**src/design/tcfr_pkg.sv**
```systemverilog
// tcfr_pkg: shared types and constants of the two color frame receiver
// command word passed from the front classifier to the back executor
// no dependencies
`timescale 1ns / 1ps
`default_nettype none

package tcfr_pkg;

  localparam logic [7:0] ChStart = 8'h53;
  localparam logic [7:0] ChEnd   = 8'h45;

  localparam logic [1:0] ModeIdle = 2'd0;
  localparam logic [1:0] ModeRed  = 2'd1;
  localparam logic [1:0] ModeBlue = 2'd2;
  localparam logic [1:0] ModeWait = 2'd3;

  // command queue depth and pointer width
  localparam int unsigned QDepth = 4;
  localparam int unsigned QPtrW  = 2;

  typedef enum logic [1:0] {
    KindStatus = 2'd0,
    KindReply  = 2'd1,
    KindFrame  = 2'd2
  } kind_e;

  // one classified byte: optional store write, then a single result or a commit
  typedef struct packed {
    logic       commit;
    logic       wr;
    logic       wr_color;
    logic [7:0] addr;
    logic [7:0] wr_data;
    kind_e      kind;
    logic [7:0] data;
    logic [1:0] mode;
  } cmd_t;

endpackage

`default_nettype wire

```
**src/design/two_color_frame_receiver.sv**
```systemverilog
// two color frame receiver: a request is taken in any cycle the command queue has room;
// its single result is loaded into the output register once the back end pops it from the queue
// a commit's frame bytes are read from the stores into a staging register, then leave one per cycle
// while the output is taken, for 2*FRAME_BYTES bytes; the back end pops no command during a commit
// reset clears the phase, fill count, queue and output valid; stores hold garbage until filled
`timescale 1ns / 1ps
`default_nettype none

module two_color_frame_receiver
  import tcfr_pkg::*;
#(
  parameter int unsigned FRAME_BYTES = 24
) (
  input  wire logic       clk_i,
  input  wire logic       rst_ni,
  input  wire logic       in_valid_i,
  output logic            in_ready_o,
  input  wire logic [7:0] rx_byte_i,
  output logic            out_valid_o,
  input  wire logic       out_ready_i,
  output logic [1:0]      kind_o,
  output logic [7:0]      data_o,
  output logic            color_o,
  output logic [4:0]      position_o,
  output logic [1:0]      mode_o,
  output logic            last_o
);

  cmd_t front_cmd;
  cmd_t back_cmd;
  logic q_full;
  logic q_empty;
  logic push;
  logic pop;

  assign in_ready_o = !q_full;
  assign push       = in_valid_i && in_ready_o;

  tcfr_front #(
    .FRAME_BYTES (FRAME_BYTES)
  ) u_front (
    .clk_i     (clk_i),
    .rst_ni    (rst_ni),
    .push_i    (push),
    .rx_byte_i (rx_byte_i),
    .cmd_o     (front_cmd)
  );

  tcfr_queue u_queue (
    .clk_i   (clk_i),
    .rst_ni  (rst_ni),
    .push_i  (push),
    .wdata_i (front_cmd),
    .pop_i   (pop),
    .rdata_o (back_cmd),
    .full_o  (q_full),
    .empty_o (q_empty)
  );

  tcfr_back #(
    .FRAME_BYTES (FRAME_BYTES)
  ) u_back (
    .clk_i       (clk_i),
    .rst_ni      (rst_ni),
    .cmd_i       (back_cmd),
    .q_empty_i   (q_empty),
    .pop_o       (pop),
    .out_valid_o (out_valid_o),
    .out_ready_i (out_ready_i),
    .kind_o      (kind_o),
    .data_o      (data_o),
    .color_o     (color_o),
    .position_o  (position_o),
    .mode_o      (mode_o),
    .last_o      (last_o)
  );

  // frame bytes always report idle mode
  assert property (@(posedge clk_i) disable iff (!rst_ni)
    out_valid_o && kind_o == KindFrame |-> mode_o == ModeIdle)
    else $error("frame byte with non-idle mode");

  // single results close their request at once
  assert property (@(posedge clk_i) disable iff (!rst_ni)
    out_valid_o && kind_o != KindFrame |-> last_o)
    else $error("single result without last");

  // only the final blue byte of a commit ends it
  assert property (@(posedge clk_i) disable iff (!rst_ni)
    out_valid_o && kind_o == KindFrame && last_o |-> color_o)
    else $error("commit ended on a red byte");

  // never pop an empty queue
  assert property (@(posedge clk_i) disable iff (!rst_ni)
    pop |-> !q_empty)
    else $error("pop from empty command queue");

endmodule

`default_nettype wire

```
**src/design/tcfr_queue.sv**
```systemverilog
// tcfr_queue: small command fifo between front and back
// depends on tcfr_pkg for cmd_t and queue depth
`timescale 1ns / 1ps
`default_nettype none

module tcfr_queue
  import tcfr_pkg::*;
(
  input  wire logic clk_i,
  input  wire logic rst_ni,
  input  wire logic push_i,
  input  wire cmd_t wdata_i,
  input  wire logic pop_i,
  output cmd_t      rdata_o,
  output logic      full_o,
  output logic      empty_o
);

  cmd_t             qmem_q [QDepth];
  logic [QPtrW-1:0] wr_ptr_q, wr_ptr_d;
  logic [QPtrW-1:0] rd_ptr_q, rd_ptr_d;
  logic [QPtrW:0]   count_q, count_d;

  assign full_o  = (count_q == (QPtrW + 1)'(QDepth));
  assign empty_o = (count_q == '0);
  assign rdata_o = qmem_q[rd_ptr_q];

  always_comb begin
    wr_ptr_d = wr_ptr_q;
    rd_ptr_d = rd_ptr_q;
    count_d  = count_q;
    if (push_i) begin
      wr_ptr_d = wr_ptr_q + 1'b1;
    end
    if (pop_i) begin
      rd_ptr_d = rd_ptr_q + 1'b1;
    end
    case ({push_i, pop_i})
      2'b10:   count_d = count_q + 1'b1;
      2'b01:   count_d = count_q - 1'b1;
      default: count_d = count_q;
    endcase
  end

  always_ff @(posedge clk_i or negedge rst_ni) begin
    if (!rst_ni) begin
      wr_ptr_q <= '0;
      rd_ptr_q <= '0;
      count_q  <= '0;
    end else begin
      wr_ptr_q <= wr_ptr_d;
      rd_ptr_q <= rd_ptr_d;
      count_q  <= count_d;
    end
  end

  always_ff @(posedge clk_i) begin
    if (push_i) begin
      qmem_q[wr_ptr_q] <= wdata_i;
    end
  end

endmodule

`default_nettype wire

```
**src/design/tcfr_front.sv**
```systemverilog
// tcfr_front: handshake phase machine, classifies each received byte into a command
// depends on tcfr_pkg for cmd_t, modes and characters
`timescale 1ns / 1ps
`default_nettype none

module tcfr_front
  import tcfr_pkg::*;
#(
  parameter int unsigned FRAME_BYTES = 24
) (
  input  wire logic       clk_i,
  input  wire logic       rst_ni,
  input  wire logic       push_i,
  input  wire logic [7:0] rx_byte_i,
  output cmd_t            cmd_o
);

  localparam int unsigned AW = (FRAME_BYTES > 1) ? $clog2(FRAME_BYTES) : 1;
  localparam logic [AW-1:0] LastPos = AW'(FRAME_BYTES - 1);

  typedef enum logic [3:0] {
    PhIdle = 4'b0001,
    PhRed  = 4'b0010,
    PhBlue = 4'b0100,
    PhWait = 4'b1000
  } phase_e;

  phase_e        phase_q, phase_d;
  logic [AW-1:0] fill_q, fill_d;

  always_comb begin
    phase_d       = phase_q;
    fill_d        = fill_q;
    cmd_o         = '0;
    cmd_o.addr    = 8'(fill_q);
    cmd_o.wr_data = rx_byte_i;
    cmd_o.kind    = KindStatus;
    unique case (phase_q)
      PhIdle: begin
        cmd_o.mode = ModeIdle;
        if (rx_byte_i == ChStart) begin
          phase_d    = PhRed;
          cmd_o.kind = KindReply;
          cmd_o.data = ChStart;
          cmd_o.mode = ModeRed;
        end
      end
      PhRed: begin
        cmd_o.wr       = 1'b1;
        cmd_o.wr_color = 1'b0;
        cmd_o.mode     = ModeRed;
        fill_d         = fill_q + 1'b1;
        if (fill_q == LastPos) begin
          fill_d     = '0;
          phase_d    = PhBlue;
          cmd_o.mode = ModeBlue;
        end
      end
      PhBlue: begin
        cmd_o.wr       = 1'b1;
        cmd_o.wr_color = 1'b1;
        cmd_o.mode     = ModeBlue;
        fill_d         = fill_q + 1'b1;
        if (fill_q == LastPos) begin
          fill_d     = '0;
          phase_d    = PhWait;
          cmd_o.kind = KindReply;
          cmd_o.data = ChEnd;
          cmd_o.mode = ModeWait;
        end
      end
      PhWait: begin
        cmd_o.mode = ModeWait;
        if (rx_byte_i == ChEnd) begin
          phase_d      = PhIdle;
          cmd_o.commit = 1'b1;
          cmd_o.mode   = ModeIdle;
        end
      end
      default: begin
        phase_d = PhIdle;
        fill_d  = '0;
      end
    endcase
  end

  always_ff @(posedge clk_i or negedge rst_ni) begin
    if (!rst_ni) begin
      phase_q <= PhIdle;
      fill_q  <= '0;
    end else if (push_i) begin
      phase_q <= phase_d;
      fill_q  <= fill_d;
    end
  end

endmodule

`default_nettype wire

```
**src/design/tcfr_back.sv**
```systemverilog
// tcfr_back: executes commands, owns the red and blue stores and the output register
// depends on tcfr_pkg for cmd_t, kinds and modes
`timescale 1ns / 1ps
`default_nettype none

module tcfr_back
  import tcfr_pkg::*;
#(
  parameter int unsigned FRAME_BYTES = 24
) (
  input  wire logic       clk_i,
  input  wire logic       rst_ni,
  input  wire cmd_t       cmd_i,
  input  wire logic       q_empty_i,
  output logic            pop_o,
  output logic            out_valid_o,
  input  wire logic       out_ready_i,
  output logic [1:0]      kind_o,
  output logic [7:0]      data_o,
  output logic            color_o,
  output logic [4:0]      position_o,
  output logic [1:0]      mode_o,
  output logic            last_o
);

  localparam int unsigned AW = (FRAME_BYTES > 1) ? $clog2(FRAME_BYTES) : 1;
  localparam logic [AW-1:0] LastPos = AW'(FRAME_BYTES - 1);

  typedef enum logic [1:0] {
    BkIdle   = 2'b01,
    BkStream = 2'b10
  } bk_state_e;

  bk_state_e     state_q, state_d;
  logic [7:0]    red_mem  [FRAME_BYTES];
  logic [7:0]    blue_mem [FRAME_BYTES];
  logic [7:0]    red_rd_q, blue_rd_q;

  logic [AW-1:0] iss_pos_q, iss_pos_d;
  logic          iss_color_q, iss_color_d;
  logic          iss_done_q, iss_done_d;
  logic          p_valid_q, p_valid_d;
  logic [AW-1:0] p_pos_q;
  logic          p_color_q;

  logic          out_valid_q, out_valid_d;
  kind_e         kind_q, kind_d;
  logic [7:0]    data_q, data_d;
  logic          color_q, color_d;
  logic [7:0]    pos_q, pos_d;
  logic [1:0]    mode_q, mode_d;
  logic          last_q, last_d;

  logic          out_free;
  logic          issue;
  logic          move;
  logic          load;
  logic          wr_en;

  assign out_free = !out_valid_q || out_ready_i;

  always_comb begin
    state_d     = state_q;
    iss_pos_d   = iss_pos_q;
    iss_color_d = iss_color_q;
    iss_done_d  = iss_done_q;
    p_valid_d   = p_valid_q;
    pop_o       = 1'b0;
    issue       = 1'b0;
    move        = 1'b0;
    load        = 1'b0;
    wr_en       = 1'b0;
    kind_d      = kind_q;
    data_d      = data_q;
    color_d     = color_q;
    pos_d       = pos_q;
    mode_d      = mode_q;
    last_d      = last_q;
    unique case (state_q)
      BkIdle: begin
        if (!q_empty_i && out_free) begin
          pop_o = 1'b1;
          if (cmd_i.commit) begin
            state_d     = BkStream;
            iss_pos_d   = '0;
            iss_color_d = 1'b0;
            iss_done_d  = 1'b0;
            p_valid_d   = 1'b0;
          end else begin
            wr_en   = cmd_i.wr;
            load    = 1'b1;
            kind_d  = cmd_i.kind;
            data_d  = cmd_i.data;
            color_d = 1'b0;
            pos_d   = '0;
            mode_d  = cmd_i.mode;
            last_d  = 1'b1;
          end
        end
      end
      BkStream: begin
        move  = p_valid_q && out_free;
        issue = !iss_done_q && (!p_valid_q || out_free);
        if (move) begin
          load    = 1'b1;
          kind_d  = KindFrame;
          data_d  = p_color_q ? blue_rd_q : red_rd_q;
          color_d = p_color_q;
          pos_d   = 8'(p_pos_q);
          mode_d  = ModeIdle;
          last_d  = p_color_q && (p_pos_q == LastPos);
        end
        if (issue) begin
          p_valid_d = 1'b1;
          iss_pos_d = iss_pos_q + 1'b1;
          if (iss_pos_q == LastPos) begin
            iss_pos_d = '0;
            if (iss_color_q) begin
              iss_done_d = 1'b1;
            end else begin
              iss_color_d = 1'b1;
            end
          end
        end else if (move) begin
          p_valid_d = 1'b0;
        end
        // all reads issued and the staged byte is gone
        if (iss_done_q && !p_valid_d) begin
          state_d = BkIdle;
        end
      end
      default: begin
        state_d = BkIdle;
      end
    endcase
    out_valid_d = load ? 1'b1 : (out_ready_i ? 1'b0 : out_valid_q);
  end

  always_ff @(posedge clk_i or negedge rst_ni) begin
    if (!rst_ni) begin
      state_q     <= BkIdle;
      iss_pos_q   <= '0;
      iss_color_q <= 1'b0;
      iss_done_q  <= 1'b0;
      p_valid_q   <= 1'b0;
      out_valid_q <= 1'b0;
    end else begin
      state_q     <= state_d;
      iss_pos_q   <= iss_pos_d;
      iss_color_q <= iss_color_d;
      iss_done_q  <= iss_done_d;
      p_valid_q   <= p_valid_d;
      out_valid_q <= out_valid_d;
    end
  end

  // stores and registered read port
  always_ff @(posedge clk_i) begin
    if (wr_en && !cmd_i.wr_color) begin
      red_mem[cmd_i.addr[AW-1:0]] <= cmd_i.wr_data;
    end
    if (wr_en && cmd_i.wr_color) begin
      blue_mem[cmd_i.addr[AW-1:0]] <= cmd_i.wr_data;
    end
    if (issue) begin
      red_rd_q  <= red_mem[iss_pos_q];
      blue_rd_q <= blue_mem[iss_pos_q];
      p_pos_q   <= iss_pos_q;
      p_color_q <= iss_color_q;
    end
  end

  always_ff @(posedge clk_i) begin
    kind_q  <= kind_d;
    data_q  <= data_d;
    color_q <= color_d;
    pos_q   <= pos_d;
    mode_q  <= mode_d;
    last_q  <= last_d;
  end

  assign out_valid_o = out_valid_q;
  assign kind_o      = kind_q;
  assign data_o      = data_q;
  assign color_o     = color_q;
  assign position_o  = pos_q[4:0];
  assign mode_o      = mode_q;
  assign last_o      = last_q;

endmodule

`default_nettype wire

```
**config.mk**
```make
export PLATFORM = sky130hd
export DESIGN_NAME = two_color_frame_receiver
export DESIGN_NICKNAME = d
export VERILOG_FILES = /design/src/design/tcfr_pkg.sv /design/src/design/two_color_frame_receiver.sv /design/src/design/tcfr_queue.sv /design/src/design/tcfr_front.sv /design/src/design/tcfr_back.sv
export SDC_FILE = /design/constraint.sdc
export NUM_CORES = 1
export LEC_CHECK = 0
export ABC_AREA = 1
export BUFFER_PORTS_ARGS = -buffer_cell sky130_fd_sc_hd__clkbuf_2
export CAP_MARGIN = 20
export CORE_MARGIN = 10
export CORE_UTILIZATION = 35
export DETAILED_ROUTE_END_ITERATION = 12
export GPL_TIMING_DRIVEN = 0
export SETUP_SLACK_MARGIN = 0.2
export SYNTH_ARGS = -nofsm -noshare
export SYNTH_HDL_FRONTEND = slang
export SYNTH_SLANG_ARGS = --single-unit
```
**constraint.sdc**
```tcl
create_clock -name clk_i -period 3.5 [get_ports clk_i]
set_input_delay 0.7 -clock clk_i [delete_from_list [all_inputs] [get_ports clk_i]]
set_output_delay 0.7 -clock clk_i [all_outputs]
set_load 0.05 [all_outputs]
```
# After elaboration in Yosys (flattened, before gate mapping)
# Memory sizes are Yosys's and may differ from the RTL's. A register that Yosys moved wholly into a read port is not among the register bits.
# Cells that the tools add are included.
[word_totals] memories=3 output_inout_bits=21 wordCells=168 register_bits=52 inputBits=12 ramBits=492
[memory_table] memory="u_back.blue_mem" words=24 width=8 read_ports=1 rd_ports_with_merged_regs=1 write_ports=1 line="tcfr_back.sv:36" text="logic [7:0] blue_mem [FRAME_BYTES];"
[memory_table] memory="u_back.red_mem" words=24 width=8 read_ports=1 rd_ports_with_merged_regs=1 write_ports=1 line="tcfr_back.sv:35" text="logic [7:0] red_mem [FRAME_BYTES];"
[memory_table] memory="u_queue.qmem_q" words=4 width=27 read_ports=1 rd_ports_with_merged_regs=0 write_ports=1 line="tcfr_queue.sv:19" text="cmd_t qmem_q [QDepth];"
[op_classes] add_sub_neg=6 bitwise_logic=1 reduce_logical=31 muxes=82 n_eq_ne=26
[ops] cell="$mux 5" n=8
[ops] cell="$mux 1" n=35
[ops] cell="$mux 8" n=4
[ops] cell="$pmux 5 s2" n=3
[ops] cell="$mux 11" n=2
[ops] cell="$mux 2" n=11
[ops] cell="$ne 2x1->1 const B" n=10
[ops] cell="$pmux 9 s2" n=1
[ops] cell="$eq 8x7->1 const B" n=2
[ops] cell="$mux 4" n=4
[ops] cell="$pmux 2 s2" n=4
[ops] cell="$pmux 4 s4" n=1
[ops] cell="$pmux 8 s2" n=1
[ops] cell="$eq 5x5->1 const B" n=3
[ops] cell="$pmux 1 s2" n=6
[ops] cell="$add 5x1->5 const B" n=2
[ops] cell="$reduce_and 5->1" n=2
[ops] cell="$logic_and 1x1->1" n=8
[ops] cell="$pmux 2 s4" n=1
[ops] cell="$reduce_and 4->1" n=2
[ops] cell="$logic_not 1->1" n=7
[ops] cell="$pmux 3 s2" n=1
[ops] cell="$reduce_and 3->1" n=2
[ops] cell="$reduce_and 6->1" n=1
[ops] cell="other kinds (17)" n=25

# Logic depth before layout (Yosys ltp)
[depth] word_depth=10 depth_mapped=13 depth_no_buf=13

# Modules after synthesis
# From an unflattened synthesis, not the netlist that was laid out.
[hier_totals] hier_cells=2248 hier_area_um2=24951.4
[by_module_without_submodules] module="tcfr_back" area_per_inst_um2=18635.4 cells_per_inst=1710 seq_area_each_um2=13038.8 instances=1
[by_module_without_submodules] module="tcfr_queue" area_per_inst_um2=5482.8 cells_per_inst=410 seq_area_each_um2=3898.7 instances=1
[by_module_without_submodules] module="tcfr_front" area_per_inst_um2=819.5 cells_per_inst=125 seq_area_each_um2=226.5 instances=1
[by_module_without_submodules] module="two_color_frame_receiver" area_per_inst_um2=13.8 cells_per_inst=3 seq_area_each_um2=0.0 instances=1

# Worst setup path before layout
# No wires, ideal clock.
[synth_path] path_kind="register to register" startpoint="register u_queue.rd_ptr_q[0]" endpoint="memory u_back.blue_mem[0][0] (data pin)" n_path_buf=4 setup_slack_ns=0.560 path_stages_with_launch=8 synth_period_minus_slack_ns=2.940 arrival_time_ns=2.474 setup_ns=0.467 required_ns=3.033 path_cell_list="dfrtp_1 buf_6 inv_6 buf_6 buf_4 clkbuf_1 o21ai_0 o22ai_1"
[synth_lines] item="start: declaration" line="tcfr_queue.sv:21" text="logic [QPtrW-1:0] rd_ptr_q, rd_ptr_d;"
[synth_lines] item="start signal: assignment" line="tcfr_queue.sv:52" text="rd_ptr_q <= rd_ptr_d;"
[synth_lines] item="end: declaration" line="tcfr_back.sv:36"

# Worst setup path after layout
[layout_path] startpoint="register u_queue.rd_ptr_q[0]" endpoint="memory u_back.blue_mem[6][4] (enable)"
[layout_between] elab_chain_cells=7
[layout_rtl] item="$mem_v2 4x27 *"
[layout_rtl] item="$mux 1" line="tcfr_back.sv:83" text="if (cmd_i.commit) begin"
[layout_rtl] item="$mux 1" line="tcfr_back.sv:81" text="if (!q_empty_i && out_free) begin"
[layout_rtl] item="$mux 1" line="tcfr_back.sv:79" text="unique case (state_q)"
[layout_rtl] item="$logic_and 1x1->1" line="tcfr_back.sv:162" text="if (wr_en && cmd_i.wr_color) begin"
[layout_rtl] item="$mux 1" line="tcfr_back.sv:162"
[layout_rtl] item="$mux 1 (implied by the code)" line="tcfr_back.sv:163" text="blue_mem[cmd_i.addr[AW-1:0]] <= cmd_i.wr_data;"
# Every way passes the cells marked *; elsewhere a longest branch is shown, timed or not.

==> results by stage <==
Drt:
- The wire length after detailed routing is between 60000 and 70000 um.
- The detail route stage leaves a number of antenna-violating nets equal to 0.
- Summing over every cut layer, the via total after detailed routing is 15500.
- The via-per-instance ratio is a little over 5.
- The first routing iteration left approximately 1500 violations.
- In the final routed layout, each cell accounts on average for between 15 and 20 um.
- The first detailed-routing pass ran for 6 iterations.
- The final routed DRC violation total is 0.

GRT:
- The global-route congestion overflow total is 0.
- The initial antenna violation count is 0.
- The first global-routing pass estimated ~90000 um of wire.
- The overall routing resource usage is 0.158.
- The number of global-route vias before repair is around 15000.
- The largest net degree at the start of global routing is 31.

Pwr:
- The total power density per cell area is between 800 and 900 nW/um^2.
- Overall power consumption after layout is estimated at about 22 mW.
- Of the total power, registers draw 0.411.
- The internal portion of the total power is around 14 mW.
- The fraction of power consumed by combinational cells is 0.327.
- The worst vdd rail ir drop is between 0.0007 and 0.0008 V.
- Of the total power, the share spent switching nets is 0.363.
- In this run the power spent charging and discharging nets is about 8 mW.
- The analysis attributes to cell leakage a power of 10.2 nW.
- The share of total power dissipated in the clock network is 0.262.

Synthesis:
- Counting flops and latches in the post-synthesis netlist gives 536.
- The most used flip-flop cell after synthesis is edfxtp_1.
- The synthesized netlist contains 36 unique library cells.
- The number of synthesized flops with an enable pin is a little over 500.
- A synthesized cell averages 11.0 sq um.
- The number of nets handed over by synthesis was roughly 2100.
- The share of the Yosys chip area taken by registers is 0.700.
- Counting flops with an async set or reset pin after synthesis yields a share of 0.0504.
- The Yosys step of the flow raised 0 warnings.
- Counting every instance in the synthesized netlist gives between 2000 and 2500.
- The post-synthesis cell area is around 23000 sq um.

Setup path:
- The required time at the worst-slack endpoint is 3.71 ns.
- Together, buffers and inverters on the worst path number 3.
- STA classifies the critical path endpoint as a flip-flop.
- The most numerous cell type found on the critical path is nand2_1.
- The worst register-to-register path has a setup slack of ~0.58 ns.
- The family with the most delay on the worst path is simple AND/OR/NAND/NOR gates.
- The most critical setup path has its startpoint at u_queue.rd_ptr_q[0]$_DFFE_PN0P_.
- For this run, the slowest stage of the critical path takes 0.84 ns.
- The number of cell instances on the worst register-to-register path is 9.
- The peak fanout along the critical path is 10.
- The most critical setup path has its endpoint at u_back.blue_mem[6][4]$_DFFE_PP_.
- The slowest stage cell on the critical path is nor2_1.
- Traced cell by cell, the critical path runs through buf_6 -> buf_6 -> nand2_1 -> nand2_1 -> o21ai_2 -> inv_1 -> nor2_4 -> nand2_1 -> nor2_1.
- The critical path class is flip-flop to flip-flop.
- The number of cells on the critical path is 9.
- The kind of start point of the critical path is a flip-flop.
- The worst endpoint data arrival time is roughly 3.1 ns.
- The reg-to-reg endpoint is u_back.blue_mem[6][4]$_DFFE_PP_.
- The worst register-to-register path begins at u_queue.rd_ptr_q[0]$_DFFE_PN0P_.

Finish:
- For this run, the post-layout net count is about 2200.
- The repair_antennas step left the layout with diodes totalling 0.
- From synthesis to final layout, the design area changed by 15.4%.
- Of the cells placed in the final design, the portion with a size suffix greater than 1 is 0.101.
- Leaving out filler cells and counting taps, the final layout contains just over 3000.
- Fill cells in the final layout number between 6000 and 7000.

STA:
- The headroom to the max-slew limit is 0.284.
- The clock arrives with between 0.015 and 0.02 ns of skew.
- The measured slew at the worst slew-check pin is about 1.1 ns.
- The count of final max-slew check failures came to 0.
- For the finished layout, the period the worst path requires is about 2.9 ns.
- The share of the clock period used by the worst path is 0.833.
- Timing would allow up to approximately 0.34 GHz.
- Setup repair after global routing left no endpoint under its margin.
- The number of failing hold endpoints at the final stage is 0.
- Hold timing on the final database bottoms out at a slack of 0.155 ns.
- Setup violations remaining at the end of the flow were counted as 0.

Clock tree:
- The clock latency on the worst-skew pair is roughly 0.6 ns.
- The clock sink count is ~540.
- The CTS buffer count is 55.
- The H-tree was split into 2 levels.
- In this run, post-CTS repair resized a total of 0 instances.
- CTS placed an instance of clkbuf_16 at the clock tree root.
- After clock tree synthesis, the clock-pin slew on the worst setup and hold paths is about 0.06 ns.
- The buffers inserted during post-CTS setup optimization is 0.
- Buffers inserted to repair hold after CTS numbered 0.
- The deepest clock path buffer count is 3.
- TritonCTS built the clock tree.

Place:
- The count of port buffers added during placement is 32.
- Detailed placement finished with a half-perimeter wire length of 41400 um.
- In this run, placement finished with an instance count of 2980.
- The final weighted congestion in routability-driven placement is 0.980.

Floorplan:
- The horizontal die dimension is around 280 um.
- 33 I/O pins were placed.
- The initial core utilization is 0.353.
- From bottom edge to top edge, the die measures 275 um.
- The placement row count is just over 90.
- The die covers between 70000 and 80000 sq um.
- The total core area is ~64000 sq um.

Outcome:
- The flow ran to the end, and the final reports show no timing, DRC or antenna violations.

Min path:
- The type of the tightest min-delay check is primary input to async pin.

Run:
- Across the run, the number of max-cap violations was 0.
-- through the flow --
stage	util	worst slack [ns]	instance area [sq um]	TNS [ns]
floorplan	-	0.560	22800	0
finish	0.408	0.585	26300	0
detailed placement	0.380	0.528	24500	0
global placement	0.373	-2.74	24000	-875.96
global route	0.408	0.439	26300	0
CTS	0.408	0.531	26300	0
-- sequential cells by signal (all words and copies together) (netlist names), 3 cells and up --
name              flops
u_back.blue_mem     192
u_back.red_mem      192
u_back.data_o         8
u_queue.count_q       3
u_front.fill_q        5
u_back.iss_pos_q      5
u_back.p_pos_q        5
u_back.red_rd_q       8
u_queue.qmem_q       84
u_back.blue_rd_q      8
u_front.phase_q       4
u_back.pos_q          5
-- logic make-up (layout without fill, tap and decap cells) --
| group | count (synthesis) | in the layout | synth area share |
|---|---|---|---|
| AND/OR/NAND/NOR | 982 | 982 | 0.180 |
| adder cells (fa/ha/maj) | 10 | 10 | 0.00582 |
| XOR/XNOR | 5 | 5 | 0.00192 |
| flip-flops | 536 | 536 | 0.700 |
| buffers and inverters | 360 | 508 | 0.0663 |
| AO/OA/AOI/OAI | 184 | 184 | 0.0457 |
-- power by group through the flow --
stage / registers, mW / clock network [mW] / logic (mW)
finish: 9.02 / 5.75 / 7.18
global route: 9.07 / 6.11 / 7.72
CTS: 9.02 / 5.83 / 7.18
detailed placement: 9.15 / 0 / 7.15
global placement: 9.09 / 0 / 5.82
floorplan: 9.61 / 0 / 3.34
-- cell usage in the layout, fill, tap and decap left out, types with 10 or more instances in the layout --
master	n
nor2_1	217
clkbuf_1	43
clkinv_1	14
clkbuf_16	58
nand4_1	10
edfxtp_1	509
inv_1	249
buf_1	13
nand2_1	480
buf_4	16
o211ai_1	33
o21ai_0	126
dfrtp_1	25
nand3_1	249
clkbuf_2	32
buf_2	34
-- cell usage after synthesis (11+ instances only) --
library cell | n | area share
edfxtp_1 | 509 | 0.67
buf_4 | 16 | 0.0053
dfrtp_1 | 25 | 0.027
o211ai_1 | 33 | 0.011
o22ai_1 | 11 | 0.0030
nand2_1 | 480 | 0.079
buf_2 | 34 | 0.0075
o21ai_0 | 126 | 0.028
nor2_1 | 222 | 0.037
buf_1 | 13 | 0.0021
inv_1 | 249 | 0.041
nand3_1 | 249 | 0.055
clkbuf_1 | 32 | 0.0053
-- final cells by class --
type | instances | area (sq um) | area share
inverters | 258 | 973 | 0.0370
clock inverters | 25 | 194 | 0.00738
plain buffers | 102 | 538 | 0.0205
clock buffers | 75 | 1580 | 0.0599
well taps | 855 | 1070 | 0.0407
flip-flops and latches | 536 | 16000 | 0.607
multi-input cells | 1181 | 5450 | 0.207
repair buffers | 48 | 528 | 0.0201
-- worst min-delay path by stage --
stage / start / endpoint / cells after the start
after floorplan: rst_ni / u_back.iss_color_q$_DFFE_PN0P_ / 0
after global placement: u_back.iss_color_q$_DFFE_PN0P_ / u_back.p_color_q$_DFFE_PP_ / 0
after detailed placement: u_back.iss_color_q$_DFFE_PN0P_ / u_back.p_color_q$_DFFE_PP_ / 0
after CTS: rst_ni / u_front.fill_q[1]$_DFFE_PN0P_ / 1
after global routing: rst_ni / u_front.fill_q[1]$_DFFE_PN0P_ / 1
final: rst_ni / u_front.fill_q[1]$_DFFE_PN0P_ / 1
-- routing by layer --
metal / vias to the layer above / wire length [um] / track usage
met4: 0 / 2190 / 0.0574
li1: 7202 / - / -
met3: 115 / 4050 / 0.0266
met2: 602 / 27900 / 0.254
met5: - / 0 / 0
met1: 7566 / 25900 / 0.212
Note: power is estimated with default switching activity, not from simulation.
